File: src/hdl/crsc_pkg.sv
`timescale 1ns / 1ps
`default_nettype none

package crsc_pkg;

    localparam int DATA_W      = 32;
    localparam int KIND_W      = 4;
    localparam int DEPTH_W     = 5;
    localparam int STATUS_W    = 2;
    localparam int CFG_IDX_W   = 1;
    localparam int DEF_STACK_DEPTH = 16;
    localparam int DEF_FRAC_BITS   = 16;
    localparam int MAG_W       = 65;

    typedef enum logic [KIND_W-1:0] {
        KIND_PUSH = 4'd0,
        KIND_PUSHZ = 4'd1,
        KIND_ADD  = 4'd2,
        KIND_SUB  = 4'd3,
        KIND_MUL  = 4'd4,
        KIND_DIV  = 4'd5,
        KIND_DUP  = 4'd6,
        KIND_DROP = 4'd7,
        KIND_CONJ = 4'd8,
        KIND_NEG  = 4'd9
    } kind_t;

    localparam logic [STATUS_W-1:0] ST_OK    = 2'd0;
    localparam logic [STATUS_W-1:0] ST_UNDER = 2'd1;
    localparam logic [STATUS_W-1:0] ST_OVER  = 2'd2;
    localparam logic [STATUS_W-1:0] ST_SAT   = 2'd3;

    localparam logic [CFG_IDX_W-1:0] REG_POINT_RE = 1'd0;
    localparam logic [CFG_IDX_W-1:0] REG_POINT_IM = 1'd1;

    localparam logic [DATA_W-1:0] VAL_MAX = {1'b0, {(DATA_W-1){1'b1}}};
    localparam logic [DATA_W-1:0] VAL_MIN = {1'b1, {(DATA_W-1){1'b0}}};

    // Apply sign to a magnitude and clamp; returns {saturated, value}.
    function automatic logic [DATA_W:0] sat_mag(input logic neg, input logic [MAG_W-1:0] mag);
        logic [MAG_W-1:0] lim;
        logic [DATA_W:0]  res;
        lim = MAG_W'(VAL_MIN);
        if (neg) begin
            if (mag >= lim) begin
                res = {(mag > lim), VAL_MIN};
            end else begin
                res = {1'b0, -mag[DATA_W-1:0]};
            end
        end else begin
            if (mag > MAG_W'(VAL_MAX)) begin
                res = {1'b1, VAL_MAX};
            end else begin
                res = {1'b0, mag[DATA_W-1:0]};
            end
        end
        return res;
    endfunction

endpackage

`default_nettype wire

File: src/hdl/crsc_div.sv
`timescale 1ns / 1ps
`default_nettype none

// Restoring divider: ((mag << FRAC_BITS) / den), rounded, signed and clamped.
module crsc_div #(
    parameter int FRAC_BITS = 16
) (
    input  wire logic                       aclk,
    input  wire logic                       aresetn,
    input  wire logic                       start,
    input  wire logic                       neg,
    input  wire logic [63:0]                mag,
    input  wire logic [63:0]                den,
    output logic                            done,
    output logic                            sat,
    output logic signed [crsc_pkg::DATA_W-1:0] quot
);
    import crsc_pkg::*;

    localparam int NUM_W = 64 + FRAC_BITS;
    localparam int HI_W  = NUM_W - DATA_W;

    typedef enum logic [1:0] {D_IDLE, D_RUN, D_FIN} dstate_t;

    dstate_t                 state_reg;
    logic [63:0]             rem_reg;
    logic [DATA_W-1:0]       lo_reg;
    logic [DATA_W-1:0]       q_reg;
    logic [4:0]              cnt_reg;
    logic                    big_reg;
    logic                    neg_reg;
    logic [63:0]             den_reg;

    logic [NUM_W-1:0]        num;
    logic [HI_W-1:0]         num_hi;
    logic [64:0]             rem2;
    logic                    ge;
    logic [64:0]             rem_sub;
    logic                    round_up;
    logic [DATA_W:0]         q_rnd;
    logic [DATA_W:0]         clamped;

    assign num      = {mag, {FRAC_BITS{1'b0}}};
    assign num_hi   = num[NUM_W-1:DATA_W];
    assign rem2     = {rem_reg, lo_reg[DATA_W-1]};
    assign ge       = rem2 >= {1'b0, den_reg};
    assign rem_sub  = rem2 - {1'b0, den_reg};
    assign round_up = {rem_reg, 1'b0} >= {1'b0, den_reg};
    assign q_rnd    = {1'b0, q_reg} + (DATA_W+1)'(round_up);
    assign clamped  = sat_mag(neg_reg, MAG_W'(q_rnd));

    always_ff @(posedge aclk) begin
        if (!aresetn) begin
            state_reg <= D_IDLE;
            done      <= 1'b0;
        end else begin
            unique case (state_reg)
                D_IDLE: begin
                    done <= 1'b0;
                    if (start) begin
                        neg_reg <= neg;
                        den_reg <= den;
                        rem_reg <= 64'(num_hi);
                        lo_reg  <= num[DATA_W-1:0];
                        cnt_reg <= '0;
                        // quotient would not fit in 32 bits
                        big_reg <= 64'(num_hi) >= den;
                        state_reg <= (64'(num_hi) >= den) ? D_FIN : D_RUN;
                    end
                end
                D_RUN: begin
                    done    <= 1'b0;
                    rem_reg <= ge ? rem_sub[63:0] : rem2[63:0];
                    q_reg   <= {q_reg[DATA_W-2:0], ge};
                    lo_reg  <= {lo_reg[DATA_W-2:0], 1'b0};
                    cnt_reg <= cnt_reg + 5'd1;
                    if (cnt_reg == 5'(DATA_W - 1)) begin
                        state_reg <= D_FIN;
                    end
                end
                D_FIN: begin
                    if (big_reg) begin
                        quot <= neg_reg ? VAL_MIN : VAL_MAX;
                        sat  <= 1'b1;
                    end else begin
                        quot <= clamped[DATA_W-1:0];
                        sat  <= clamped[DATA_W];
                    end
                    done      <= 1'b1;
                    state_reg <= D_IDLE;
                end
                default: begin
                    done      <= 1'b0;
                    state_reg <= D_IDLE;
                end
            endcase
        end
    end

endmodule

`default_nettype wire

File: config.mk
export PLATFORM = sky130hd
export DESIGN_NAME = crsc_div
export DESIGN_NICKNAME = d
export VERILOG_FILES = /design/src/hdl/crsc_pkg.sv /design/src/hdl/crsc_div.sv
export SDC_FILE = /design/constraint.sdc
export NUM_CORES = 1
export LEC_CHECK = 0
export BUFFER_PORTS_ARGS = -buffer_cell sky130_fd_sc_hd__buf_4
export CORE_ASPECT_RATIO = 1.75
export CORE_MARGIN = 8
export CORE_UTILIZATION = 45
export DETAILED_ROUTE_END_ITERATION = 8
export GPL_TIMING_DRIVEN = 0
export MAX_ROUTING_LAYER = met4
export PLACE_DENSITY = 0.64
export SYNTH_ARGS = -nofsm -noshare
export SYNTH_HDL_FRONTEND = slang
export SYNTH_SLANG_ARGS = --single-unit
export TNS_END_PERCENT = 10
File: constraint.sdc
create_clock -name aclk -period 22.3 [get_ports aclk]
set_input_delay 0 -clock aclk [delete_from_list [all_inputs] [get_ports aclk]]
set_output_delay 0 -clock aclk [all_outputs]
set_load 0.02 [all_outputs]
Word level (Yosys, flattened, before mapping) --
Index checks and enable logic that the tools add are counted. W data, S select, Z words.
Storage, ports and cells: register bits 235, latch bits 0, memory bits (writable) 0, bits in read-only memories 0, input port bits 132, output and inout bits 34, word-level logic and storage cells 50, memories 0
Cells by class: add/sub/neg operators 4, multipliers 0, div/mod/pow operators 0, magnitude comparators 6, equality and inequality tests 5, shifts and indexed selects 0, mux-type cells 17, bitwise logic cells 0, reduce and logical (&&, ||, !) cells 7
Operators by type and width (number):
- $ge A65 B64 Y1 | 2
- $mux W64 | 2
- $pmux W64 S2 | 1
- $mux W33 | 3
- $mux W32 | 3
- $ge A48 B64 Y1 | 1
- $pmux W32 S2 | 1
- $sub A64 B64 Y64 | 1
- $add A32 B1 Y33 | 1
- $ge A33 B32 Y1 const B | 1
- $gt A33 B31 Y1 const B | 1
- $gt A33 B32 Y1 const B | 1
- $neg A32 Y32 | 1
- $pmux W5 S2 | 1
- $mux W2 | 3
- $reduce_and A2 Y1 | 3
- $reduce_and A3 Y1 | 2
- $add A5 B1 Y5 const B | 1
- $eq A5 B5 Y1 const B | 1
- $mux W5 | 1
- $ne A2 B2 Y1 const B | 2
- $pmux W2 S2 | 1
- $eq A2 B1 Y1 const B | 1
- $eq A2 B2 Y1 const B | 1
- other kinds (3) | 3

Depth between registers and ports, before layout --
Gate-level depths: netlist of run 1.
word-level depth 6, mapped depth 27, gate-level depth less buffers 23

Least setup slack after synthesis of run 1 --
Ideal clock, no wire load.
path type register to register, start point register state_reg[0], end point register state_reg[1], arrival 7653 ps, required time 22210 ps, slack 14558 ps, cell stages (with the launch flop) 4, path buffers 0, clock period less this slack 7742 ps, cells stage by stage dfxtp_1 -> nor2_1 -> nor3b_1 -> o221a_2
Between the ends: word-level cells in the longest chain between the ends 3, elaborated cells between the ends (all ways) 6, those cells by class 3 x eq/ne; 1 x mux; 2 x reduce/logical
Ends and longest elaborated chain:
- from (decl) | line crsc_div.sv:25 | dstate_t state_reg;
- from (signal assigned) | line crsc_div.sv:68 | state_reg <= (64'(num_hi) >= den) ? D_FIN : D_RUN;
- $eq A2 B1 Y1 or $logic_not A2 Y1 (tied branches) | line crsc_div.sv:57 | unique case (state_reg)
- $ne A2 B2 Y1 (no source line)
- $reduce_and A2 Y1 (no source line)
Several ways; a longest one is shown, not always the timed one. A chain may end at the register's enable or synchronous reset.

Worst setup path after layout of run 1 --
start point register rem_reg[38], end point register quot[24] in the netlist's numbering (data pin)
Between the ends: word-level cells in the longest chain between the ends 6, elaborated cells between the ends (all ways) 9, those cells by class 2 x add/sub; 3 x order compare; 4 x mux
Ends and longest elaborated chain:
- from (decl) | line crsc_div.sv:26 | logic [63:0] rem_reg;
- from (signal assigned) | line crsc_div.sv:63 | rem_reg <= 64'(num_hi);
- from (signal assigned) | line crsc_div.sv:73 | rem_reg <= ge ? rem_sub[63:0] : rem2[63:0];
- $ge A65 B64 Y1 * | line crsc_div.sv:48 | assign round_up = {rem_reg, 1'b0} >= {1'b0, den_reg};
- $add A32 B1 Y33 * | line crsc_div.sv:49 | assign q_rnd = {1'b0, q_reg} + (DATA_W+1)'(round_up);
- $neg A32 Y32 (tied with other cells) | line crsc_pkg.sv:48 | res = {1'b0, -mag[DATA_W-1:0]};
- $mux W33 (on tied branches) | line crsc_pkg.sv:45, crsc_pkg.sv:51
- $mux W33 * | line crsc_pkg.sv:44 | if (neg) begin
- $mux W32 * | line crsc_div.sv:82 | if (big_reg) begin
- to (signal assigned) | line crsc_div.sv:83 | quot <= neg_reg ? VAL_MIN : VAL_MAX;
- to (signal assigned) | line crsc_div.sv:86 | quot <= clamped[DATA_W-1:0];
- to (decl) | line crsc_div.sv:16 | output logic signed [crsc_pkg::DATA_W-1:0] quot
Mark *: on every way between the ends. The rest lies on a longest branch, timed or not.

==> run_results.csv, run 1 <==
group,metric,value,unit
status,status,"complete, no violations",
drt,via_per_inst,5.60,
critical_path,required,22.66,ns
critical_path,cp-end-kind,"flip-flop",
sta,grt_setup_unrepaired,"false",
floorplanning,io_pins,166,
sta,hold_viol_final,0,
pwr,p_leak,0.00857,uW
placement,gp_congestion,0.951,
yosys,netlist_top_cells_count,"edfxtp_1, nand2_1, inv_1",
grt,grt_start_max_net_pins,34,
pwr,p_int,881,uW
yosys,yosys_warnings,0,
clock_network,htree_levels,1,
pwr,peakVddDrop,0.0000671,V
pwr,p_seq_share,39.2,%
floorplanning,die_width,157,microns
clock_network,cts.sinks,219,
grt,grt_pass1_wl,78900,microns
sta,period_share,33.2,%
yosys,yosysTopAreaCellShare,41.2,%
floorplanning,dieArea,0.0415,sq mm
final_layout,final.fill_count,3089,
hold_path,worstHoldPathType,"in -> reg",
yosys,yosysMostFrequentCell,"edfxtp_1",
critical_path,cp_num_cells,25,
final_layout,fin_nets,2260,
floorplanning,die_y,263,microns
yosys,synth_area,0.0157,sq mm
critical_path,path_class,"reg -> reg",
sta,maxSlewViolCount,0,
sta,max_slew_margin,20.4,%
drt,ant_nets,0,
clock_network,cts-root-buf,"clkbuf_16",
sta,tightest_slew,1.19,ns
drt,vias,13900,
sta,fin_ws,14.90,ns
final_layout,design_area,0.0198,sq mm
sta,setup_viol,0,
drt,post-route-drc-count,0,
yosys,syn_inst,1674,
critical_path,crit_family,"simple AND/OR/NAND/NOR gates",
hold_path,whs_path_depth,2,
sta,fin_crit,7.40,ns
clock_network,clock_latency,0.54,ns
grt,overflow,0,
placement,dpl.hpwl,40600,microns
placement,post-place-ws,14.97,ns
clock_network,postCtsSetupBuffers,0,
yosys,synth_edf_count,216,
pwr,clkPwrFrac,29.5,%
yosys,async_flop_share,0,%
placement,io_buffers,165,
sta,fmax,0.135,GHz
placement,place_area,0.0177,sq mm
final_layout,drive_gt1_share,13.6,%
clock_network,cts_tree,"done",
grt,antenna_found_initial,4,
grt,grt_pass1_vias,14900,
grt,track_usage,25.2,%
critical_path,worst-path-buf-inv,3,
drt,first_pass_iters,5,
floorplanning,coreArea,0.0345,sq mm
critical_path,arrival,7.76,ns
yosys,synthTopCellsByArea,"edfxtp_1, ha_1, nand2_1",
clock_network,numCtsBuffers,23,
pwr,switching_share,32.6,%
yosys,synth_sequential_area_ratio,41.6,%
yosys,synth_seq_cells,219,
clock_network,cts_buffer_depth,3,
drt,drt_iter0_markers,617,
critical_path,crit_fanout,10,
pwr,p_total,1310,uW
critical_path,cp-start-kind,"flip-flop",
sta,skew,0.0189,ns
yosys,syn-num-nets,1925,
yosys,yosysUniqueCellTypes,84,
pwr,power_switching,426,uW
job,maxCapViolations,0,
pwr,p_per_area,66.1,mW/mm^2
yosys,ys.flop_type,"edfxtp_1",
drt,wl_per_cell,20.7,microns
drt,finalWirelength,51400,microns
final_layout,syn2layout_area_growth,25.7,%
critical_path,crit_slowest_cell,"nor4_1",
yosys,synth_largest_area_cell,"edfxtp_1",
critical_path,cpMostUsedCell,"ha_1",
floorplanning,rows,90,
critical_path,critPathMaxStageDelay,0.58,ns
clock_network,clk_pin_slew,0.06,ns
sta,tns,0,ns
pwr,pwr-share-comb,31.2,%
yosys,synth_area_per_cell,9.40,sq um
floorplanning,start_util,45.7,%
critical_path,rr_worst_depth,25,
[layout make-up]
| type | count | area, sq um | share of cell area (%) |
|---|---|---|---|
| multi-input combinational | 1237 | 8350 | 42.2 |
| sequential | 219 | 6550 | 33.1 |
| buffer | 73 | 327 | 1.65 |
| clock inverter | 12 | 134 | 0.677 |
| tap | 460 | 576 | 2.91 |
| clock buffer | 26 | 587 | 2.97 |
| antenna | 4 | 10.0 | 0.0506 |
| timing repair buffer | 310 | 2710 | 13.7 |
| inverter | 145 | 544 | 2.75 |
[cells in the final DEF (no fill, tap or decap), drive strengths merged, types with 5 or more instances in the layout]
master / count
edfxtp: 216
buf: 205
nand2: 202
o21ai: 146
inv: 145
dlygate4sd3: 131
ha: 118
a21oi: 112
nor2: 93
clkbuf: 73
a21o: 72
xnor2: 58
nand3: 45
mux2i: 43
nand4: 39
xor2: 36
nor3: 26
and3: 19
nand2b: 19
nor4: 19
a22oi: 18
o21bai: 16
a31oi: 13
a211oi: 12
and2: 11
nor2b: 11
o21a: 10
clkinv: 9
and4: 8
a211o: 6
a41oi: 6
o22ai: 5
or3: 5
nor3b: 5
[per-layer routing]
metal / global-route usage [%] / share of wire [%] / vias to the layer above
li1: - / - / 6773
met1: 21.8 / 33 / 6618
met2: 49.8 / 57 / 362
met3: 2.64 / 3.6 / 158
met4: 15.2 / 6.7 / 0
met5: - / 0 / -
[final timing paths]
| kind | startpoint | end | slack (ns) |
|---|---|---|---|
| hold / removal | den[22] | den_reg[22] | 0.19 |
| hold reg to reg | q_reg[4] | q_reg[5] | 0.45 |
| setup reg to reg | rem_reg[38] | quot[24] | 14.90 |
| setup / recovery | rem_reg[38] | quot[24] | 14.90 |
[cells by family after synthesis]
family | synth area share, %
DFF | 41.6
and+or+nand+nor | 16.9
AOI/OAI and AO/OA | 18.5
xor gates and xnor gates | 5.23
muxes | 2.81
buffers and inverters | 5.53
adders and majority gates | 9.51
[power groups by stage]
stage	clock network (uW)	registers (uW)	logic (uW)
2_1_floorplan	0	522	259
6_report	386	513	408
3_5_place_dp	0	521	387
3_3_place_gp	0	527	377
4_1_cts	393	513	408
5_1_grt	407	516	450
[what timing repair did]
| action | CTS | global route |
|---|---|---|
| hold buffers | 131 | 0 |
| hold endpoints to repair | 140 | 0 |
| resized for setup | 0 | 0 |
[per-stage QoR]
| stage | hold WS [ns] | util (%) | instances |
|---|---|---|---|
| final | 0.188 | 57.4 | 2486 |
| after global routing | 0.186 | 57.4 | 2486 |
| after CTS | 0.167 | 57.4 | 2482 |
| after detailed placement | 0.188 | 51.5 | 2313 |
| after global placement | 0.186 | 51.0 | 2299 |
| after floorplan | 0.0989 | - | 1674 |
(Power assumes the default switching activity.)
==> run 2: changes to the inputs <==
==> constraint.sdc (replaced) <==
create_clock -name aclk -period 7.7 [get_ports aclk]
set_input_delay 0 -clock aclk [delete_from_list [all_inputs] [get_ports aclk]]
set_output_delay 0 -clock aclk [all_outputs]
set_load 0.02 [all_outputs]
==> run 2 against run 1 <==
Critical endpoint is now quot[19]. Largest power group unchanged. Clock skew fell by 0.0085 ns. Via count hardly changed. Register-to-register slack got worse by 15 ns. Final cell count did not move. Non-clock buffer count down 3. Routed wire length grew 0.19%. Critical path depth stayed put. Largest cell class unchanged. First-iteration DRC count up 7.3%.
==> run_results.csv, run 2 (same netlist as run 1, synthesis figures left out) <==
group,metric,value,unit
clock_network,cts_resized,0,
grt,track_usage,25.4,%
placement,io_buffers,165,
drt,via_per_inst,5.59,
grt,grt_start_max_net_pins,33,
drt,ant_nets,0,
sta,setup_viol,0,
sta,fmax,0.134,GHz
clock_network,clock_latency,0.54,ns
final_layout,syn2layout_area_growth,26.4,%
sta,fin_ws,0.238,ns
grt,grt_pass1_wl,79400,microns
clock_network,numCtsBuffers,23,
critical_path,cpMostUsedCell,"ha_1",
floorplanning,coreArea,0.0345,sq mm
grt,grt_pass1_vias,14700,
final_layout,multi_input_area,0.00835,sq mm
floorplanning,die_y,263,microns
floorplanning,start_util,45.7,%
pwr,p_leak,0.00859,uW
clock_network,postCtsSetupBuffers,0,
job,maxCapViolations,0,
critical_path,cp-end-kind,"flip-flop",
sta,grt_setup_unrepaired,"false",
placement,dpl.hpwl,40600,microns
critical_path,arrival,7.83,ns
clock_network,cts_buffer_depth,3,
placement,post-place-ws,0.359,ns
critical_path,crit_fanout,10,
clock_network,cts_tree,"done",
clock_network,clk_pin_slew,0.07,ns
critical_path,crit_slowest_cell,"nor4_1",
grt,antenna_found_initial,4,
final_layout,finalNonFillerCells,2486,
drt,first_pass_iters,5,
grt,overflow,0,
sta,tns,0,ns
pwr,peakVddDrop,0.000203,V
drt,vias,13900,
floorplanning,rows,90,
critical_path,cp-start-kind,"flip-flop",
placement,dpl.cell_count,2310,
critical_path,required,8.07,ns
final_layout,regArea,0.00655,sq mm
floorplanning,io_pins,166,
sta,hold_viol_final,0,
final_layout,final.fill_count,3078,
floorplanning,die_width,157,microns
drt,drt_iter0_markers,662,
critical_path,critPathMaxStageDelay,0.61,ns
clock_network,hold_buffers,131,
sta,period_share,96.9,%
critical_path,worst-path-buf-inv,3,
sta,tightest_slew,1.22,ns
final_layout,drive_gt1_share,13.6,%
clock_network,cts-root-buf,"clkbuf_16",
drt,finalWirelength,51500,microns
final_layout,mostFrequentLayoutCells,"edfxtp_1, nand2_1, buf_4, inv_1, o21ai_0",
final_layout,fin_nets,2257,
status,status,"complete, no violations",
sta,maxSlewViolCount,0,
final_layout,fin_util,57.7,%
placement,gp_congestion,0.945,
pwr,p_total,3860,uW
clock_network,cts.sinks,219,
final_layout,layout_commonest_cell,"edfxtp_1",
hold_path,worstHoldPathType,"in -> reg",
floorplanning,dieArea,0.0415,sq mm
clock_network,htree_levels,1,
drt,post-route-drc-count,0,
sta,skew,0.0104,ns
drt,wl_per_cell,20.7,microns
critical_path,path_class,"reg -> reg",
sta,max_slew_margin,18.8,%
pwr,p_per_area,194,mW/mm^2
critical_path,crit_family,"simple AND/OR/NAND/NOR gates",
sta,fin_crit,7.46,ns
run 2: per-stage QoR:
| stage | cell area [sq um] | hold slack [ns] |
|---|---|---|
| 2_1_floorplan | 15700 | 0.0989 |
| 4_1_cts | 19900 | 0.174 |
| 3_5_place_dp | 17800 | 0.182 |
| 6_report | 19900 | 0.181 |
| 5_1_grt | 19900 | 0.171 |
| 3_3_place_gp | 17600 | 0.179 |
run 2: final cells by class:
cell class / count / share of cell area [%]
inverter: 145 / 2.74
timing repair buffer: 307 / 13.9
antenna: 4 / 0.0503
clock inverter: 16 / 1.00
multi-input combinational: 1237 / 42.0
tap: 460 / 2.89
clock buffer: 25 / 2.93
sequential: 219 / 32.9
buffer: 73 / 1.64
run 2: worst paths after layout:
check,end,startpoint,slack (ns),depth (start not counted)
max,quot[19],rem_reg[38],0.24,25
min reg2reg,q_reg[12],q_reg[11],0.45,0
max reg2reg,quot[19],rem_reg[38],0.24,25
min,neg_reg,neg,0.18,2
run 2: routing by layer:
layer	up-vias	GRT usage [%]	part of all wire, %
li1	6775	-	-
met1	6611	22.5	33
met2	374	49.8	57
met3	148	3.02	3.6
met4	0	14.7	6.2
met5	-	-	0
run 2: power by group:
| part | internal (uW) | total (uW) | switching (uW) |
|---|---|---|---|
| clock | 686 | 1180 | 493 |
| sequential | 1440 | 1490 | 49.8 |
| combinational | 476 | 1190 | 714 |
| total | 2600 | 3860 | 1260 |
==> run 3: changes to the inputs <==
--- a/config.mk
+++ b/config.mk
@@ -9,10 +9,12 @@
 export CORE_ASPECT_RATIO = 1.75
 export CORE_MARGIN = 8
 export CORE_UTILIZATION = 45
+export CTS_BUF_LIST = sky130_fd_sc_hd__clkbuf_8
 export DETAILED_ROUTE_END_ITERATION = 8
 export GPL_TIMING_DRIVEN = 0
 export MAX_ROUTING_LAYER = met4
 export PLACE_DENSITY = 0.64
+export RECOVER_POWER = 50
 export SYNTH_ARGS = -nofsm -noshare
 export SYNTH_HDL_FRONTEND = slang
 export SYNTH_SLANG_ARGS = --single-unit
==> run 3 against run 2 <==
The flow now finishes with violations (capacitance limit, slew limit). Routed wire length up 0.40%. Global-route usage up 0.27 points. Die area unchanged. Worst hold slack worse by 0.0094 ns. Sequential power about the same. Worst setup slack better by 0.052 ns. Clock power down 14%. Final cell count up 0.76%. Critical path depth unchanged. Power down 4.8%. Highest routed layer unchanged. Critical endpoint unchanged. Largest power group unchanged.
==> run_results.csv, run 3 (same netlist as run 1, synthesis figures left out) <==
group,metric,value,unit
final_layout,drive_gt1_share,10.9,%
sta,tightest_slew,2.39,ns
critical_path,arrival,7.80,ns
clock_network,cts-root-buf,"clkbuf_8",
drt,ant_nets,0,
floorplanning,rows,90,
status,status,"finished with violations",
final_layout,syn2layout_area_growth,23.4,%
grt,overflow,0,
floorplanning,coreArea,0.0345,sq mm
grt,track_usage,25.7,%
hold_path,worstHoldPathType,"in -> reg",
critical_path,timing.rr.start,"rem_reg[38]",
critical_path,cp-end-kind,"flip-flop",
clock_network,cts_resized,0,
clock_network,cts_buffer_depth,3,
grt,grt_pass1_wl,79900,microns
sta,fin_crit,7.41,ns
clock_network,cts_tree,"done",
sta,tns,0,ns
clock_network,hold_buffers,131,
critical_path,worst-path-buf-inv,3,
placement,io_buffers,165,
drt,wl_per_cell,20.6,microns
drt,drt_iter0_markers,646,
drt,vias,14000,
final_layout,design_area,0.0194,sq mm
critical_path,required,8.09,ns
drt,first_pass_iters,8,
clock_network,clock_latency,0.57,ns
floorplanning,die_width,157,microns
critical_path,path_class,"reg -> reg",
clock_network,postCtsSetupBuffers,0,
final_layout,fin_nets,2270,
job,maxCapViolations,1,
clock_network,numCtsBuffers,36,
floorplanning,start_util,45.7,%
sta,max_slew_margin,-61.5,%
drt,via_per_inst,5.59,
hold_path,min-delay-start,"den[1]",
sta,grt_setup_unrepaired,"false",
placement,place_area,0.0178,sq mm
floorplanning,dieArea,0.0415,sq mm
grt,grt_start_max_net_pins,33,
critical_path,crit_fanout,10,
final_layout,regArea,0.00655,sq mm
final_layout,mostFrequentLayoutCells,"edfxtp_1, nand2_1, inv_1, o21ai_0, dlygate4sd3_1",
pwr,p_leak,0.00832,uW
clock_network,htree_levels,2,
floorplanning,io_pins,166,
grt,grt_pass1_vias,15000,
placement,dpl.hpwl,40600,microns
critical_path,crit_family,"simple AND/OR/NAND/NOR gates",
drt,finalWirelength,51700,microns
clock_network,cts.sinks,219,
sta,hold_ws,0.172,ns
critical_path,cp-start-kind,"flip-flop",
pwr,peakVddDrop,0.000143,V
floorplanning,die_y,263,microns
sta,period_share,96.2,%
drt,post-route-drc-count,0,
critical_path,crit_slowest_cell,"nor4_1",
critical_path,critPathMaxStageDelay,0.62,ns
placement,gp_congestion,0.945,
sta,hold_viol_final,0,
sta,setup_viol,0,
clock_network,clk_pin_slew,0.07,ns
final_layout,layout_commonest_cell,"edfxtp_1",
final_layout,multi_input_area,0.00833,sq mm
sta,maxSlewViolCount,12,
final_layout,final.fill_count,3213,
critical_path,cpMostUsedCell,"ha_1",
grt,antenna_found_initial,3,
pwr,p_per_area,189,mW/mm^2
sta,skew,0.0338,ns
critical_path,critPathLaunch,"rem_reg[38]",
status,violations,"capacitance limit, slew limit",
sta,fmax,0.135,GHz
[run 3: power breakdown]
group | total [uW] | switching (uW) | internal, uW
combinational | 1170 | 712 | 455
sequential | 1490 | 48.7 | 1440
clock | 1020 | 503 | 514
total | 3670 | 1260 | 2410
[run 3: final timing paths]
| path | slack, ns | cells after the start | end |
|---|---|---|---|
| worst max-delay path | 0.29 | 25 | quot[19] |
| worst min-delay path | 0.17 | 2 | den_reg[1] |
| worst max register to register | 0.29 | 25 | quot[19] |
| worst min register to register | 0.44 | 0 | q_reg[12] |
[run 3: layout make-up]
| class | count | area share, % |
|---|---|---|
| clock buffers | 40 | 2.84 |
| clock inverters | 21 | 0.657 |
| diodes | 3 | 0.0387 |
| repair buffers | 307 | 12.4 |
| multi-input cells | 1237 | 42.9 |
| flip-flops and latches | 219 | 33.7 |
| inverters | 145 | 2.80 |
| plain buffers | 73 | 1.68 |
| well taps | 460 | 2.96 |
[run 3: worst reg2reg max path: cells and delay by family (launching register included)]
kind	cells	cell delay, ns
buf+inv	3	0.79
flops	1	0.40
xor+xnor	1	0.23
simple gates	11	3.60
fa+ha+maj	3	0.87
compound gates	7	1.38
[run 3: through the flow]
step	instances	power, uW	util (%)	setup slack, ns
detailed placement	2310	2640	51.6	0.359
floorplan	1674	2260	-	0.289
global placement	2299	2620	51.0	-4.02
CTS	2502	3710	57.4	0.346
global route	2505	3860	56.4	0.0482
finish	2505	3670	56.4	0.290
[run 3: routing by layer]
layer / GRT usage [%] / wire, microns
met3: 3.02 / 1880
met4: 15.7 / 3240
met2: 50.4 / 29800
met1: 22.3 / 16800
met5: - / 0
